### src/sv/tpc_pkg.sv
`timescale 1ns / 1ps
// Package: shared constants and types of the tone PWM parameter calculator.
package tpc_pkg;

   localparam int COUNTER_STEPS = 4096;
   localparam int STEP_SHIFT    = $clog2(COUNTER_STEPS);

   localparam int CLOCK_W = 28;
   localparam logic [CLOCK_W-1:0] CLOCK_RESET = 28'd125000000;

   localparam int TONE_W = 16;
   // ceil(clock / COUNTER_STEPS) width
   localparam int C1_W   = CLOCK_W + 1 - STEP_SHIFT;

   localparam int DIV_N_W     = 32;
   localparam int DIV_D_W     = 16;
   localparam int DIV_STEP    = 4;
   localparam int DIV_CNT_W   = $clog2(DIV_N_W / DIV_STEP);
   localparam logic [DIV_CNT_W-1:0] DIV_LAST = DIV_CNT_W'(DIV_N_W / DIV_STEP - 1);

   localparam logic [DIV_D_W-1:0] DIV16_MIN = 16'd16;
   localparam logic [DIV_D_W-1:0] DIV16_MAX = 16'hFFFF;
   localparam logic [15:0]        WRAP_MAX  = 16'hFFFF;

   typedef struct packed {
      logic              channel;
      logic              silent;
      logic [TONE_W-1:0] tone_hz;
      logic [C1_W-1:0]   c1;
   } queue_entry_type;

   typedef struct packed {
      logic               start;
      logic [DIV_N_W-1:0] num;
      logic [DIV_D_W-1:0] den;
   } div_req_type;

   typedef struct packed {
      logic               done;
      logic [DIV_N_W-1:0] quo;
      logic [DIV_D_W-1:0] rem;
   } div_rsp_type;

endpackage

### src/sv/tpc_req_if.sv
`timescale 1ns / 1ps
// Interface: request channel carrying channel and tone frequency.
interface tpc_req_if;
   logic        valid;
   logic        ready;
   logic        channel;
   logic [15:0] tone_hz;

   modport source (output valid, output channel, output tone_hz, input ready);
   modport sink   (input valid, input channel, input tone_hz, output ready);
endinterface

### src/sv/tpc_rsp_if.sv
`timescale 1ns / 1ps
// Interface: result channel carrying the PWM settings.
interface tpc_rsp_if;
   logic        valid;
   logic        ready;
   logic        out_channel;
   logic        silent;
   logic [11:0] div_integer;
   logic [3:0]  div_fraction;
   logic [15:0] wrap_value;
   logic [14:0] compare_level;

   modport source (output valid, output out_channel, output silent, output div_integer,
                   output div_fraction, output wrap_value, output compare_level,
                   input ready);
   modport sink   (input valid, input out_channel, input silent, input div_integer,
                   input div_fraction, input wrap_value, input compare_level,
                   output ready);
endinterface

### src/sv/tpc_div.sv
`timescale 1ns / 1ps
// Module: shared restoring divider, four quotient bits per cycle.
module tpc_div (
   input  logic                 clock,
   input  logic                 reset,
   input  tpc_pkg::div_req_type div_req,
   output tpc_pkg::div_rsp_type div_rsp
);

   logic [tpc_pkg::DIV_N_W-1:0]   num_ff, num_in;
   logic [tpc_pkg::DIV_D_W-1:0]   rem_ff, rem_in;
   logic [tpc_pkg::DIV_D_W-1:0]   den_ff, den_in;
   logic [tpc_pkg::DIV_CNT_W-1:0] cnt_ff, cnt_in;
   logic                          busy_ff, busy_in;
   logic                          done_ff, done_in;

   always_comb begin
      logic [tpc_pkg::DIV_D_W:0]   t;
      logic [tpc_pkg::DIV_D_W-1:0] r;
      logic [tpc_pkg::DIV_N_W-1:0] n;
      num_in  = num_ff;
      rem_in  = rem_ff;
      den_in  = den_ff;
      cnt_in  = cnt_ff;
      busy_in = busy_ff;
      done_in = 1'b0;
      r = rem_ff;
      n = num_ff;
      for (int i = 0; i < tpc_pkg::DIV_STEP; i++) begin
         t = {r, n[tpc_pkg::DIV_N_W-1]};
         n = {n[tpc_pkg::DIV_N_W-2:0], 1'b0};
         if (t >= {1'b0, den_ff}) begin
            t = t - {1'b0, den_ff};
            n[0] = 1'b1;
         end
         r = t[tpc_pkg::DIV_D_W-1:0];
      end
      if (div_req.start) begin
         num_in  = div_req.num;
         den_in  = div_req.den;
         rem_in  = '0;
         cnt_in  = '0;
         busy_in = 1'b1;
      end else if (busy_ff) begin
         num_in = n;
         rem_in = r;
         cnt_in = cnt_ff + 1'b1;
         if (cnt_ff == tpc_pkg::DIV_LAST) begin
            busy_in = 1'b0;
            done_in = 1'b1;
         end
      end
   end

   always_ff @(posedge clock) begin
      if (reset) begin
         busy_ff <= 1'b0;
         done_ff <= 1'b0;
         cnt_ff  <= '0;
      end else begin
         busy_ff <= busy_in;
         done_ff <= done_in;
         cnt_ff  <= cnt_in;
      end
      num_ff <= num_in;
      rem_ff <= rem_in;
      den_ff <= den_in;
   end

   assign div_rsp.done = done_ff;
   assign div_rsp.quo  = num_ff;
   assign div_rsp.rem  = rem_ff;

   a_no_start_busy: assert property (@(posedge clock) disable iff (reset)
      div_req.start |-> !busy_ff) else $error("divider started while busy");

endmodule

### src/sv/tpc_front.sv
`timescale 1ns / 1ps
// Module: front end, takes requests, classifies silence, queues two entries.
module tpc_front (
   input  logic                        clock,
   input  logic                        reset,
   input  logic [tpc_pkg::CLOCK_W-1:0] clock_hz,
   tpc_req_if.sink                     req,
   output logic                        q_valid,
   input  logic                        q_ready,
   output tpc_pkg::queue_entry_type    q_entry
);

   tpc_pkg::queue_entry_type entry_ff [2];
   tpc_pkg::queue_entry_type entry_in;
   logic       wr_ptr_ff, rd_ptr_ff;
   logic [1:0] count_ff, count_in;
   logic       push, pop;
   logic [tpc_pkg::CLOCK_W:0] clk_up;

   assign req.ready = (count_ff != 2'd2);
   assign push      = req.valid && req.ready;
   assign q_valid   = (count_ff != 2'd0);
   assign pop       = q_valid && q_ready;
   assign q_entry   = entry_ff[rd_ptr_ff];

   // ceil(clock / COUNTER_STEPS); the back end finishes the divider ceiling
   assign clk_up = {1'b0, clock_hz} + (tpc_pkg::CLOCK_W+1)'(tpc_pkg::COUNTER_STEPS - 1);

   always_comb begin
      entry_in.channel = req.channel;
      entry_in.silent  = (req.tone_hz == '0);
      entry_in.tone_hz = req.tone_hz;
      entry_in.c1      = clk_up[tpc_pkg::CLOCK_W:tpc_pkg::STEP_SHIFT];
      count_in         = count_ff + {1'b0, push} - {1'b0, pop};
   end

   always_ff @(posedge clock) begin
      if (reset) begin
         wr_ptr_ff <= 1'b0;
         rd_ptr_ff <= 1'b0;
         count_ff  <= 2'd0;
      end else begin
         count_ff <= count_in;
         if (push) wr_ptr_ff <= !wr_ptr_ff;
         if (pop)  rd_ptr_ff <= !rd_ptr_ff;
      end
      if (push) entry_ff[wr_ptr_ff] <= entry_in;
   end

   a_count_bound: assert property (@(posedge clock) disable iff (reset)
      count_ff != 2'd3) else $error("request queue overfilled");

endmodule

### src/sv/tpc_back.sv
`timescale 1ns / 1ps
// Module: back end, sequences the three divisions and holds the result register.
module tpc_back (
   input  logic                        clock,
   input  logic                        reset,
   input  logic [tpc_pkg::CLOCK_W-1:0] clock_hz,
   input  logic                        q_valid,
   output logic                        q_ready,
   input  tpc_pkg::queue_entry_type    q_entry,
   output tpc_pkg::div_req_type        div_req,
   input  tpc_pkg::div_rsp_type        div_rsp,
   tpc_rsp_if.source                   rsp
);

   typedef enum logic [4:0] {
      S_IDLE = 5'b00001,
      S_DIV1 = 5'b00010,
      S_DIV2 = 5'b00100,
      S_DIV3 = 5'b01000,
      S_OUT  = 5'b10000
   } state_type;

   state_type   state_ff, state_in;
   logic        ch_ff, ch_in;
   logic        silent_ff, silent_in;
   logic [15:0] tone_ff, tone_in;
   logic [15:0] div16_ff, div16_in;
   logic [15:0] wrap_ff, wrap_in;

   logic        out_valid_ff, out_valid_in;
   logic        out_ch_ff, out_silent_ff;
   logic [11:0] out_int_ff;
   logic [3:0]  out_frac_ff;
   logic [15:0] out_wrap_ff;
   logic [14:0] out_level_ff;
   logic        load;

   logic [tpc_pkg::DIV_N_W:0]   d_raw;
   logic [15:0]                 div16_sat;
   logic [tpc_pkg::DIV_N_W-1:0] quo_m1;

   // ceiling and clamp of the first quotient
   always_comb begin
      d_raw = {1'b0, div_rsp.quo} + (tpc_pkg::DIV_N_W+1)'(div_rsp.rem != '0);
      if (d_raw > (tpc_pkg::DIV_N_W+1)'(tpc_pkg::DIV16_MAX))
         div16_sat = tpc_pkg::DIV16_MAX;
      else if (d_raw < (tpc_pkg::DIV_N_W+1)'(tpc_pkg::DIV16_MIN))
         div16_sat = tpc_pkg::DIV16_MIN;
      else
         div16_sat = d_raw[15:0];
      quo_m1 = div_rsp.quo - 1'b1;
   end

   always_comb begin
      state_in      = state_ff;
      ch_in         = ch_ff;
      silent_in     = silent_ff;
      tone_in       = tone_ff;
      div16_in      = div16_ff;
      wrap_in       = wrap_ff;
      q_ready       = 1'b0;
      load          = 1'b0;
      div_req.start = 1'b0;
      div_req.num   = '0;
      div_req.den   = tone_ff;
      case (state_ff)
         S_IDLE: begin
            q_ready = 1'b1;
            if (q_valid) begin
               ch_in     = q_entry.channel;
               silent_in = q_entry.silent;
               tone_in   = q_entry.tone_hz;
               if (q_entry.silent) begin
                  div16_in = '0;
                  wrap_in  = '0;
                  state_in = S_OUT;
               end else begin
                  div_req.start = 1'b1;
                  div_req.num   = tpc_pkg::DIV_N_W'(q_entry.c1);
                  div_req.den   = q_entry.tone_hz;
                  state_in      = S_DIV1;
               end
            end
         end
         S_DIV1: begin
            if (div_rsp.done) begin
               div16_in      = div16_sat;
               div_req.start = 1'b1;
               div_req.num   = {clock_hz, 4'b0000};
               div_req.den   = div16_sat;
               state_in      = S_DIV2;
            end
         end
         S_DIV2: begin
            if (div_rsp.done) begin
               div_req.start = 1'b1;
               div_req.num   = div_rsp.quo;
               div_req.den   = tone_ff;
               state_in      = S_DIV3;
            end
         end
         S_DIV3: begin
            if (div_rsp.done) begin
               if (div_rsp.quo == '0)
                  wrap_in = '0;
               else if (quo_m1 > tpc_pkg::DIV_N_W'(tpc_pkg::WRAP_MAX))
                  wrap_in = tpc_pkg::WRAP_MAX;
               else
                  wrap_in = quo_m1[15:0];
               state_in = S_OUT;
            end
         end
         S_OUT: begin
            if (!out_valid_ff || rsp.ready) begin
               load     = 1'b1;
               state_in = S_IDLE;
            end
         end
         default: state_in = S_IDLE;
      endcase
      out_valid_in = load || (out_valid_ff && !rsp.ready);
   end

   always_ff @(posedge clock) begin
      if (reset) begin
         state_ff     <= S_IDLE;
         out_valid_ff <= 1'b0;
      end else begin
         state_ff     <= state_in;
         out_valid_ff <= out_valid_in;
      end
      ch_ff     <= ch_in;
      silent_ff <= silent_in;
      tone_ff   <= tone_in;
      div16_ff  <= div16_in;
      wrap_ff   <= wrap_in;
      if (load) begin
         out_ch_ff     <= ch_ff;
         out_silent_ff <= silent_ff;
         out_int_ff    <= div16_ff[15:4];
         out_frac_ff   <= div16_ff[3:0];
         out_wrap_ff   <= wrap_ff;
         out_level_ff  <= wrap_ff[15:1];
      end
   end

   assign rsp.valid         = out_valid_ff;
   assign rsp.out_channel   = out_ch_ff;
   assign rsp.silent        = out_silent_ff;
   assign rsp.div_integer   = out_int_ff;
   assign rsp.div_fraction  = out_frac_ff;
   assign rsp.wrap_value    = out_wrap_ff;
   assign rsp.compare_level = out_level_ff;

   a_silent_zero: assert property (@(posedge clock) disable iff (reset)
      (out_valid_ff && out_silent_ff) |->
         (out_wrap_ff == '0 && out_int_ff == '0 && out_frac_ff == '0))
      else $error("silent result with nonzero settings");

   a_level_half: assert property (@(posedge clock) disable iff (reset)
      out_valid_ff |-> (out_level_ff == out_wrap_ff[15:1]))
      else $error("compare level not half of wrap");

   a_div3_out: assert property (@(posedge clock) disable iff (reset)
      (state_ff == S_DIV3 && div_rsp.done) |=> state_ff == S_OUT)
      else $error("last division did not finish the item");

endmodule

### src/sv/tone_pwm_parameter_calc_core.sv
`timescale 1ns / 1ps
// Top level: tone PWM parameter calculator core.
//
// Usage: a request on req_port carries a buzzer channel and a tone in hertz.
// One result per request appears on rsp_port: integer and fractional clock
// divider, counter wrap and the 50% compare level. A tone of 0 gives a silent
// result with all settings zero. csr_wr_en/csr_wr_data set the system clock
// in hertz; write it only while no request is in flight.
//
// Timing: a tone passes the queue, three divisions on the shared
// 4-bit-per-cycle divider and the result register; silence passes only the
// queue and the result register. The back end takes one request at a time
// from the queue, the next only after the previous result is loaded. The
// front queue holds two requests, so req_port keeps accepting while the back
// end divides and while a result waits.
//
// Reset: clock_hz returns to 125 MHz, queue and result register empty.
// Stall: while rsp_port.ready is low the result holds; the back end then
// stops and the queue fills, after which req_port.ready drops.
module tone_pwm_parameter_calc_core (
   input  logic                        clock,
   input  logic                        reset,
   tpc_req_if.sink                     req_port,
   tpc_rsp_if.source                   rsp_port,
   input  logic                        csr_wr_en,
   input  logic [tpc_pkg::CLOCK_W-1:0] csr_wr_data
);

   logic [tpc_pkg::CLOCK_W-1:0] clock_hz_ff;
   logic                        q_valid, q_ready;
   tpc_pkg::queue_entry_type    q_entry;
   tpc_pkg::div_req_type        div_req;
   tpc_pkg::div_rsp_type        div_rsp;

   // system clock setting
   always_ff @(posedge clock) begin
      if (reset) begin
         clock_hz_ff <= tpc_pkg::CLOCK_RESET;
      end else if (csr_wr_en) begin
         clock_hz_ff <= csr_wr_data;
      end
   end

   // front: accept and classify
   tpc_front u_front (
      .clock    (clock),
      .reset    (reset),
      .clock_hz (clock_hz_ff),
      .req      (req_port),
      .q_valid  (q_valid),
      .q_ready  (q_ready),
      .q_entry  (q_entry)
   );

   // back: divider sequencing and result register
   tpc_back u_back (
      .clock    (clock),
      .reset    (reset),
      .clock_hz (clock_hz_ff),
      .q_valid  (q_valid),
      .q_ready  (q_ready),
      .q_entry  (q_entry),
      .div_req  (div_req),
      .div_rsp  (div_rsp),
      .rsp      (rsp_port)
   );

   tpc_div u_div (
      .clock   (clock),
      .reset   (reset),
      .div_req (div_req),
      .div_rsp (div_rsp)
   );

endmodule
### src/flat_wrapper.sv
// flat-port wrapper written by rule: the top's interface ports become plain ports
module tone_pwm_parameter_calc_core_flat 
  (clock, reset, csr_wr_en, csr_wr_data, req_port_valid, req_port_channel, req_port_tone_hz, req_port_ready, rsp_port_valid, rsp_port_out_channel, rsp_port_silent, rsp_port_div_integer, rsp_port_div_fraction, rsp_port_wrap_value, rsp_port_compare_level, rsp_port_ready);
  tpc_req_if req_port_i ();
  tpc_rsp_if rsp_port_i ();
  input  logic clock;
  input  logic reset;
  input  logic csr_wr_en;
  input  logic [tpc_pkg::CLOCK_W-1:0] csr_wr_data;
  input wire logic [$bits(req_port_i.valid)-1:0] req_port_valid;
  input wire logic [$bits(req_port_i.channel)-1:0] req_port_channel;
  input wire logic [$bits(req_port_i.tone_hz)-1:0] req_port_tone_hz;
  output wire logic [$bits(req_port_i.ready)-1:0] req_port_ready;
  output wire logic [$bits(rsp_port_i.valid)-1:0] rsp_port_valid;
  output wire logic [$bits(rsp_port_i.out_channel)-1:0] rsp_port_out_channel;
  output wire logic [$bits(rsp_port_i.silent)-1:0] rsp_port_silent;
  output wire logic [$bits(rsp_port_i.div_integer)-1:0] rsp_port_div_integer;
  output wire logic [$bits(rsp_port_i.div_fraction)-1:0] rsp_port_div_fraction;
  output wire logic [$bits(rsp_port_i.wrap_value)-1:0] rsp_port_wrap_value;
  output wire logic [$bits(rsp_port_i.compare_level)-1:0] rsp_port_compare_level;
  input wire logic [$bits(rsp_port_i.ready)-1:0] rsp_port_ready;
  assign req_port_i.valid = req_port_valid;
  assign req_port_i.channel = req_port_channel;
  assign req_port_i.tone_hz = req_port_tone_hz;
  assign req_port_ready = req_port_i.ready;
  assign rsp_port_valid = rsp_port_i.valid;
  assign rsp_port_out_channel = rsp_port_i.out_channel;
  assign rsp_port_silent = rsp_port_i.silent;
  assign rsp_port_div_integer = rsp_port_i.div_integer;
  assign rsp_port_div_fraction = rsp_port_i.div_fraction;
  assign rsp_port_wrap_value = rsp_port_i.wrap_value;
  assign rsp_port_compare_level = rsp_port_i.compare_level;
  assign rsp_port_i.ready = rsp_port_ready;
  tone_pwm_parameter_calc_core u_core (.clock(clock), .reset(reset), .req_port(req_port_i), .rsp_port(rsp_port_i), .csr_wr_en(csr_wr_en), .csr_wr_data(csr_wr_data));
endmodule
### config.mk
export PLATFORM = sky130hd
export DESIGN_NAME = tone_pwm_parameter_calc_core_flat
export DESIGN_NICKNAME = d
export VERILOG_FILES = /design/src/sv/tpc_pkg.sv /design/src/sv/tpc_req_if.sv /design/src/sv/tpc_rsp_if.sv /design/src/sv/tpc_div.sv /design/src/sv/tpc_front.sv /design/src/sv/tpc_back.sv /design/src/sv/tone_pwm_parameter_calc_core.sv /design/src/flat_wrapper.sv
export SDC_FILE = /design/constraint.sdc
export NUM_CORES = 1
export LEC_CHECK = 0
export ABC_CLOCK_PERIOD_IN_PS = 10850
export BUFFER_PORTS_ARGS = -buffer_cell sky130_fd_sc_hd__buf_2
export CAP_MARGIN = 30
export CORE_MARGIN = 2
export CORE_UTILIZATION = 50
export CTS_BUF_LIST = sky130_fd_sc_hd__clkbuf_4
export DETAILED_ROUTE_END_ITERATION = 12
export PLACE_DENSITY_LB_ADDON = 0.2
export SYNTH_ARGS = -nofsm -noshare
export SYNTH_HDL_FRONTEND = slang
export SYNTH_SLANG_ARGS = --single-unit
### constraint.sdc
create_clock -name clock -period 10.85 [get_ports clock]
set_input_delay 1.085 -clock clock [delete_from_list [all_inputs] [get_ports clock]]
set_output_delay 1.085 -clock clock [all_outputs]
set_load 0.05 [all_outputs]
==> metrics.txt, run 1 <==
# TYPE chip_impl_metric gauge
chip_impl_metric{name="clock_insertion_delay_worst_skew",unit="ns"} 0.69
chip_impl_metric{name="arrival",unit="ns"} 10.69
chip_impl_metric{name="cts_hold_buffers",unit=""} 0
chip_impl_metric{name="post-route-min-period",unit="ns"} 10.15
chip_impl_metric{name="tns",unit="ns"} 0
chip_impl_metric{name="grt_pass1_vias",unit=""} 11000
chip_impl_metric{name="final_layout_size_suffix_gt1_share",unit="%"} 19.5
chip_impl_metric{name="max_freq",unit="MHz"} 98.6
chip_impl_metric{name="clkSinkCount",unit=""} 262
chip_impl_metric{name="timing.max_cap.violations",unit=""} 0
chip_impl_metric{name="synth_area",unit="sq um"} 15200
chip_impl_info{name="hold_path.class",value="reg -> reg"} 1
chip_impl_metric{name="std_cell_rows",unit=""} 63
chip_impl_metric{name="number_of_post_cts_setup_repair_buffers",unit=""} 0
chip_impl_metric{name="fillers",unit=""} 2614
chip_impl_metric{name="postSynthAreaPerCell",unit="sq um"} 10.6
chip_impl_metric{name="route.vias.total",unit=""} 12000
chip_impl_metric{name="htree_levels",unit=""} 3
chip_impl_metric{name="antenna_found_initial",unit=""} 6
chip_impl_metric{name="postSynthRegisterBits",unit=""} 262
chip_impl_metric{name="place.port_buffers",unit=""} 100
chip_impl_metric{name="synth_seq_area_share",unit="%"} 47.7
chip_impl_metric{name="min_period_over_period",unit="%"} 93.5
chip_impl_metric{name="synth.lib_cells_used.distinct",unit=""} 89
chip_impl_metric{name="grt_start_max_net_pins",unit=""} 47
chip_impl_info{name="netlist_top_cells_count",value="sky130_fd_sc_hd__edfxtp_1 (202), sky130_fd_sc_hd__a21oi_1 (131), sky130_fd_sc_hd__nor2_1 (122), sky130_fd_sc_hd__nand2_1 (79), sky130_fd_sc_hd__ha_1 (72)"} 1
chip_impl_metric{name="wl_per_cell",unit="um"} 19.9
chip_impl_info{name="cell_types_occupying_the_most_area_after_synthesis",value="sky130_fd_sc_hd__edfxtp_1 (40%), sky130_fd_sc_hd__dfxtp_1 (7.9%), sky130_fd_sc_hd__ha_1 (5.9%), sky130_fd_sc_hd__mux2i_1 (4.3%), sky130_fd_sc_hd__a21oi_1 (4.3%)"} 1
chip_impl_metric{name="dieArea",unit="sq um"} 31900
chip_impl_metric{name="path_max_fanout",unit=""} 18
chip_impl_metric{name="dr.pass1.iters",unit=""} 5
chip_impl_metric{name="final-max-slew-violation-count",unit=""} 0
chip_impl_info{name="cts_tree",value="done"} 1
chip_impl_metric{name="globalRouteTotalUtil",unit="%"} 25.0
chip_impl_metric{name="max_slew_margin",unit="%"} 35.4
chip_impl_metric{name="cts_buffers",unit=""} 72
chip_impl_info{name="ys_dominant_reg_cell",value="sky130_fd_sc_hd__edfxtp_1"} 1
chip_impl_metric{name="design.core.area",unit="sq um"} 29800
chip_impl_metric{name="worst_setup_hold_path_clk_slew",unit="ns"} 0.08
chip_impl_metric{name="clock_tree.buffer_depth",unit=""} 3
chip_impl_metric{name="async_set_or_reset_flop_fraction_in_the_synthesized_netlist",unit="%"} 0
chip_impl_metric{name="setup_violations",unit=""} 0
chip_impl_info{name="run_status",value="completed"} 1
chip_impl_metric{name="number_of_flops_mapped_to_enable_cells_by_yosys",unit=""} 202
chip_impl_metric{name="worst-slew-pin-transition",unit="ns"} 0.964
chip_impl_info{name="worstSetupPathType",value="reg -> reg"} 1
chip_impl_metric{name="netlist_instances",unit=""} 1438
chip_impl_metric{name="die_w",unit="um"} 179
chip_impl_metric{name="fin_skew",unit="ns"} 0.0830
chip_impl_metric{name="design.final.nets",unit=""} 1677
chip_impl_metric{name="place.gp.congestion",unit=""} 0.993
chip_impl_info{name="cts-root-buf",value="sky130_fd_sc_hd__clkbuf_4"} 1
chip_impl_metric{name="grt_first_pass_wirelength",unit="um"} 60700
chip_impl_metric{name="chipHeight",unit="um"} 179
chip_impl_info{name="rsz_0062_raised_after_global_routing",value="no"} 1
chip_impl_metric{name="grt_overflow",unit=""} 0
chip_impl_metric{name="postCtsResizedCells",unit=""} 0
chip_impl_metric{name="drtAntennaViolNets",unit=""} 0
chip_impl_metric{name="start_util",unit="%"} 51.1
chip_impl_metric{name="syn_to_final_growth",unit="%"} 11.7
chip_impl_metric{name="crit_required",unit="ns"} 11.39
chip_impl_metric{name="post-route-drc-count",unit=""} 0
chip_impl_metric{name="critical-path-max-stage-delay",unit="ns"} 0.57
chip_impl_metric{name="synth_top_cell_area_share",unit="%"} 39.8
chip_impl_metric{name="yosysWarnings",unit=""} 0
chip_impl_metric{name="report.final.hold_viol_count",unit=""} 0
chip_impl_metric{name="total_wirelength",unit="um"} 39700
chip_impl_info{name="netlist.top_cell.by_area",value="sky130_fd_sc_hd__edfxtp_1"} 1
chip_impl_metric{name="drt_iter0_markers",unit=""} 1282
chip_impl_info{name="cpMaxStageDelayCell",value="sky130_fd_sc_hd__o41a_1"} 1
chip_impl_metric{name="detail_route.vias_per_cell",unit=""} 5.98
chip_impl_info{name="critical_path.endpoint_type",value="flop"} 1
chip_impl_metric{name="boundaryPins",unit=""} 101
chip_impl_info{name="synth.most_common_cell",value="sky130_fd_sc_hd__edfxtp_1"} 1
chip_impl_info{name="cp-start-kind",value="flop"} 1
chip_impl_metric{name="synth_fp_nets",unit=""} 1564
chip_impl_metric{name="detailed_place_hpwl",unit="um"} 29600
[critical path: cells and delay by family, from the launching register on]
kind,cells,cell delay (ns)
flip-flops,1,0.49
adder cells (fa/ha/maj),4,1.39
multiplexers,4,1.17
AND/OR/NAND/NOR,7,1.51
AO/OA/AOI/OAI,19,4.68
buffers and inverters,3,0.81
[logic make-up (layout without fill, tap and decap cells)]
logic type	after synthesis	in the layout	share of synthesized area (%)
AO/OA/AOI/OAI	357	357	15.2
adder cells (fa/ha/maj)	76	76	6.44
buffers and inverters	133	300	3.97
flip-flops	262	262	47.7
multiplexers	115	115	8.03
AND/OR/NAND/NOR	405	405	13.5
XOR/XNOR	90	90	5.17
other	0	4	0
[final timing paths]
| kind | from | end | slack [ns] | cells past startpoint |
|---|---|---|---|---|
| max reg2reg | u_core.u_div.den_ff[1] | u_core.u_div.rem_ff[12] | 0.70 | 37 |
| max | u_core.u_div.den_ff[1] | u_core.u_div.rem_ff[12] | 0.70 | 37 |
| min reg2reg | u_core.u_back.div16_ff[11] | u_core.u_back.rsp.div_integer[7] | 0.38 | 0 |
| min | u_core.u_back.div16_ff[11] | u_core.u_back.rsp.div_integer[7] | 0.38 | 0 |
[routing by layer]
| metal | GRT usage, % | share of wire [%] |
|---|---|---|
| met4 | 7.52 | 2.0 |
| met1 | 36.9 | 47 |
| met5 | 0 | 0.033 |
| met3 | 5.78 | 8.9 |
| met2 | 36.3 | 42 |
[cell type report]
class,instances,area [sq um],share of cell area [%]
multi-input cells,1043,7400,43.5
well taps,390,488,2.87
inverters,55,210,1.24
diodes,4,10.0,0.0588
flip-flops and latches,262,7270,42.7
clock inverters,23,169,0.993
repair buffers,117,681,4.00
clock buffers,105,788,4.63
[through the flow]
stage	instances	instance area [sq um]	worst slack (ns)	utilization (%)	hold WS (ns)
floorplan	1438	15200	1.45	-	0.400
global placement	1863	16000	1.07	53.6	0.404
detailed placement	1865	16000	0.746	53.7	0.407
CTS	1993	17000	0.681	56.9	0.373
global route	1996	17000	0.102	57.1	0.386
finish	1999	17000	0.704	57.1	0.378
[cells in the final DEF, fill, tap and decap left out, types with 6 or more instances in the layout]
cell and n:
sky130_fd_sc_hd__o21ai_0 68, sky130_fd_sc_hd__o31ai_1 7, sky130_fd_sc_hd__nand3b_1 7, sky130_fd_sc_hd__o21a_1 12, sky130_fd_sc_hd__buf_4 13, sky130_fd_sc_hd__buf_2 100, sky130_fd_sc_hd__nand3_1 33, sky130_fd_sc_hd__o22ai_1 10
sky130_fd_sc_hd__nand2b_1 14, sky130_fd_sc_hd__mux2i_1 66, sky130_fd_sc_hd__xor2_1 29, sky130_fd_sc_hd__a221o_1 14, sky130_fd_sc_hd__inv_1 54, sky130_fd_sc_hd__nor4_1 24, sky130_fd_sc_hd__nand2_1 79, sky130_fd_sc_hd__nand4_1 20
sky130_fd_sc_hd__nor2_1 120, sky130_fd_sc_hd__a22o_1 13, sky130_fd_sc_hd__clkinv_1 11, sky130_fd_sc_hd__a211oi_1 13, sky130_fd_sc_hd__a21oi_1 129, sky130_fd_sc_hd__edfxtp_1 202, sky130_fd_sc_hd__and2_1 12, sky130_fd_sc_hd__mux2_2 48
sky130_fd_sc_hd__nor2b_1 11, sky130_fd_sc_hd__a31oi_1 12, sky130_fd_sc_hd__ha_1 72, sky130_fd_sc_hd__and3_1 16, sky130_fd_sc_hd__clkbuf_4 105, sky130_fd_sc_hd__xnor2_1 61, sky130_fd_sc_hd__a21o_1 16, sky130_fd_sc_hd__dfxtp_1 59
sky130_fd_sc_hd__nor3_1 28, sky130_fd_sc_hd__or4_1 6
[flip-flops by register name, summed over array words and instances, names as in the netlist, 2 cells and up, named ones only]
signal,count
u_core.clock_hz_ff,28
u_core.u_back.div16_ff,16
u_core.u_back.rsp.div_fraction,4
u_core.u_back.rsp.div_integer,12
u_core.u_back.rsp.wrap_value,16
u_core.u_back.state_ff,5
u_core.u_back.tone_ff,16
u_core.u_back.wrap_ff,16
u_core.u_div.cnt_ff,3
u_core.u_div.den_ff,16
u_core.u_div.num_ff,32
u_core.u_div.rem_ff,16
u_core.u_front.count_ff,2
u_core.u_front.entry_ff,70
Power of run 1 is left out: the tool's default activity adds up to more than one toggle a clock period on the data nets, which glitch-free logic cannot reach.
==> run 2, diff against run 1 <==
--- a/config.mk
+++ b/config.mk
@@ -5,14 +5,14 @@
 export SDC_FILE = /design/constraint.sdc
 export NUM_CORES = 1
 export LEC_CHECK = 0
-export ABC_CLOCK_PERIOD_IN_PS = 10850
+export ABC_CLOCK_PERIOD_IN_PS = 11600
 export BUFFER_PORTS_ARGS = -buffer_cell sky130_fd_sc_hd__buf_2
 export CAP_MARGIN = 30
 export CORE_MARGIN = 2
 export CORE_UTILIZATION = 50
 export CTS_BUF_LIST = sky130_fd_sc_hd__clkbuf_4
 export DETAILED_ROUTE_END_ITERATION = 12
-export PLACE_DENSITY_LB_ADDON = 0.2
+export PLACE_DENSITY = 0.68
 export SYNTH_ARGS = -nofsm -noshare
 export SYNTH_HDL_FRONTEND = slang
 export SYNTH_SLANG_ARGS = --single-unit
==> constraint.sdc (replaced) <==
create_clock -name clock -period 11.6 [get_ports clock]
set_input_delay 1.16 -clock clock [delete_from_list [all_inputs] [get_ports clock]]
set_output_delay 1.16 -clock clock [all_outputs]
set_load 0.05 [all_outputs]
==> run 2 against run 1 <==
Against the previous run: hold slack improved by 0.023 ns; clock-buffer cell count rose by 10; clock skew fell by 0.032 ns; utilization fell by 0.071 points; largest cell class unchanged.
==> metrics.txt, run 2 (synthesis results as in run 1) <==
# TYPE chip_impl_metric gauge
chip_impl_info{name="run_status",value="completed"} 1
chip_impl_metric{name="largest_register_ffs",unit=""} 70
chip_impl_metric{name="syn_to_final_growth",unit="%"} 11.5
chip_impl_metric{name="arrival",unit="ns"} 11.33
chip_impl_metric{name="start_util",unit="%"} 51.1
chip_impl_info{name="rsz_0062_raised_after_global_routing",value="no"} 1
chip_impl_metric{name="die_w",unit="um"} 179
chip_impl_metric{name="chipHeight",unit="um"} 179
chip_impl_metric{name="antenna_found_initial",unit=""} 2
chip_impl_metric{name="worst_setup_hold_path_clk_slew",unit="ns"} 0.07
chip_impl_metric{name="fin_skew",unit="ns"} 0.0513
chip_impl_info{name="cts-root-buf",value="sky130_fd_sc_hd__clkbuf_4"} 1
chip_impl_metric{name="detail_route.vias_per_cell",unit=""} 6.00
chip_impl_metric{name="setup_violations",unit=""} 0
chip_impl_metric{name="place.port_buffers",unit=""} 100
chip_impl_info{name="cp-start-kind",value="flop"} 1
chip_impl_metric{name="fillers",unit=""} 2640
chip_impl_metric{name="grt_overflow",unit=""} 0
chip_impl_metric{name="number_of_stages_on_the_worst_hold_path",unit=""} 0
chip_impl_info{name="final_cell_mix",value="sky130_fd_sc_hd__edfxtp_1 (202), sky130_fd_sc_hd__a21oi_1 (130), sky130_fd_sc_hd__nor2_1 (120)"} 1
chip_impl_metric{name="timing.max_cap.violations",unit=""} 0
chip_impl_info{name="worstSetupPathType",value="reg -> reg"} 1
chip_impl_metric{name="worst_r2r_path_depth",unit=""} 39
chip_impl_info{name="cts_tree",value="done"} 1
chip_impl_metric{name="setup.reg_to_reg.worst_slack",unit="ns"} 0.81
chip_impl_info{name="r2r_end",value="u_core.u_div.rem_ff[4]"} 1
chip_impl_metric{name="worst-slew-pin-transition",unit="ns"} 0.968
chip_impl_info{name="mostFrequentLayoutCell",value="sky130_fd_sc_hd__edfxtp_1"} 1
chip_impl_metric{name="grt_start_max_net_pins",unit=""} 46
chip_impl_metric{name="post-route-min-period",unit="ns"} 10.79
chip_impl_metric{name="place.gp.congestion",unit=""} 1.04
chip_impl_metric{name="post-route-drc-count",unit=""} 0
chip_impl_info{name="cpMaxStageDelayCell",value="sky130_fd_sc_hd__or2_1"} 1
chip_impl_metric{name="clock_insertion_delay_worst_skew",unit="ns"} 0.70
chip_impl_info{name="hold_path.class",value="reg -> reg"} 1
chip_impl_metric{name="htree_levels",unit=""} 3
chip_impl_metric{name="clkSinkCount",unit=""} 262
chip_impl_metric{name="cts_buffers",unit=""} 73
chip_impl_info{name="biggestRegsByFlops",value="u_core.u_front.entry_ff (70), u_core.u_div.num_ff (32), u_core.clock_hz_ff (28)"} 1
chip_impl_metric{name="final-max-slew-violation-count",unit=""} 0
chip_impl_metric{name="dieArea",unit="sq um"} 31900
chip_impl_metric{name="clock_tree.buffer_depth",unit=""} 3
chip_impl_metric{name="total_wirelength",unit="um"} 39400
chip_impl_metric{name="design.final.nets",unit=""} 1678
chip_impl_metric{name="wl_per_cell",unit="um"} 19.7
chip_impl_metric{name="path_max_fanout",unit=""} 17
chip_impl_metric{name="tns",unit="ns"} 0
chip_impl_info{name="hold_path.startpoint",value="u_core.u_back.div16_ff[0]"} 1
chip_impl_metric{name="grt_first_pass_wirelength",unit="um"} 61100
chip_impl_metric{name="design.core.area",unit="sq um"} 29800
chip_impl_info{name="critical_path.endpoint_type",value="flop"} 1
chip_impl_info{name="max_flop_register",value="u_core.u_front.entry_ff"} 1
chip_impl_metric{name="place.detailed.instances",unit=""} 1862
chip_impl_metric{name="critical-path-max-stage-delay",unit="ns"} 0.53
chip_impl_info{name="r2r_start",value="u_core.u_div.den_ff[1]"} 1
chip_impl_metric{name="route.vias.total",unit=""} 12000
chip_impl_metric{name="drt_iter0_markers",unit=""} 1043
chip_impl_metric{name="finalNonFillerCells",unit=""} 1999
chip_impl_metric{name="crit_required",unit="ns"} 12.14
chip_impl_metric{name="final_layout_size_suffix_gt1_share",unit="%"} 19.7
chip_impl_metric{name="detailed_place_hpwl",unit="um"} 29000
chip_impl_metric{name="std_cell_rows",unit=""} 63
chip_impl_info{name="holdPathEnd",value="u_core.u_back.rsp.div_fraction[0]"} 1
chip_impl_metric{name="grt_pass1_vias",unit=""} 11100
chip_impl_metric{name="boundaryPins",unit=""} 101
chip_impl_metric{name="report.final.hold_viol_count",unit=""} 0
chip_impl_metric{name="drtAntennaViolNets",unit=""} 0
chip_impl_metric{name="min_period_over_period",unit="%"} 93.0
chip_impl_metric{name="globalRouteTotalUtil",unit="%"} 24.8
chip_impl_metric{name="dr.pass1.iters",unit=""} 5
chip_impl_metric{name="max_freq",unit="MHz"} 92.7
chip_impl_metric{name="max_slew_margin",unit="%"} 35.1
==> run 2: changes by cell type in the layout (fill, tap and decap cells not counted), moves of 2 or more <==
cell | before | now
sky130_fd_sc_hd__clkinv_2 | 5 | 1
sky130_fd_sc_hd__o21ai_1 | 4 | 1
sky130_fd_sc_hd__inv_6 | 3 | 0
sky130_fd_sc_hd__diode_2 | 4 | 1
sky130_fd_sc_hd__o21ai_0 | 68 | 71
sky130_fd_sc_hd__clkbuf_4 | 105 | 115
sky130_fd_sc_hd__clkinv_1 | 11 | 9
==> run 2: worst max-delay path by stage <==
stage,cells after the start,slack [ns],start,to
final,39,0.81,u_core.u_div.den_ff[1],u_core.u_div.rem_ff[4]
after global routing,39,0.04,u_core.u_div.den_ff[1],u_core.u_div.rem_ff[4]
after CTS,38,0.74,u_core.u_div.den_ff[1],u_core.u_div.rem_ff[7]
after detailed placement,38,0.81,u_core.u_div.den_ff[1],u_core.u_div.rem_ff[13]
after global placement,38,1.10,u_core.u_div.den_ff[1],u_core.u_div.rem_ff[11]
after floorplan,39,2.20,u_core.u_div.den_ff[1],u_core.u_div.rem_ff[15]
==> run 2: final cells by class <==
class	count	area (sq um)	share of cell area, %
Sequential cell	262	7270	42.8
Tap cell	390	488	2.87
Clock inverter	16	105	0.619
Clock buffer	115	863	5.08
Multi-Input combinational cell	1043	7390	43.5
Inverter	55	206	1.22
Antenna cell	1	2.50	0.0147
Timing Repair Buffer	117	668	3.93
==> run 2: critical path: cells and delay by family (launching register included) <==
family / cells / cell delay, ns
AOI/OAI and AO/OA: 19 / 5.00
and+or+nand+nor: 9 / 2.07
adders and majority gates: 4 / 1.25
buffers and inverters: 4 / 0.98
muxes: 3 / 0.84
DFF: 1 / 0.47
==> run 2: per-layer routing <==
layer	routed length, um	vias up	track usage (%)
met5	0	-	0
met4	675	0	6.84
met3	3020	58	4.94
met2	17000	512	36.7
met1	18800	5741	36.9
li1	-	5675	-
==> run 2: repair_timing <==
| item | CTS | global route |
|---|---|---|
| hold buffers | 0 | 0 |
| endpoints found under the hold margin | 0 | 0 |
| setup buffers | 0 | 3 |
| endpoints found under the setup margin | 0 | 17 |
| resized for setup | 0 | 0 |
==> run 2: through the flow <==
stage | util (%) | instance area (sq um) | hold slack [ns] | setup slack [ns]
6_report | 57.0 | 17000 | 0.401 | 0.813
5_1_grt | 57.0 | 17000 | 0.410 | 0.0361
4_1_cts | 56.8 | 16900 | 0.404 | 0.741
3_5_place_dp | 53.5 | 16000 | 0.405 | 0.812
3_3_place_gp | 53.5 | 15900 | 0.404 | 1.10
2_1_floorplan | - | 15200 | 0.400 | 2.20
Power of run 2 is left out for the same reason.
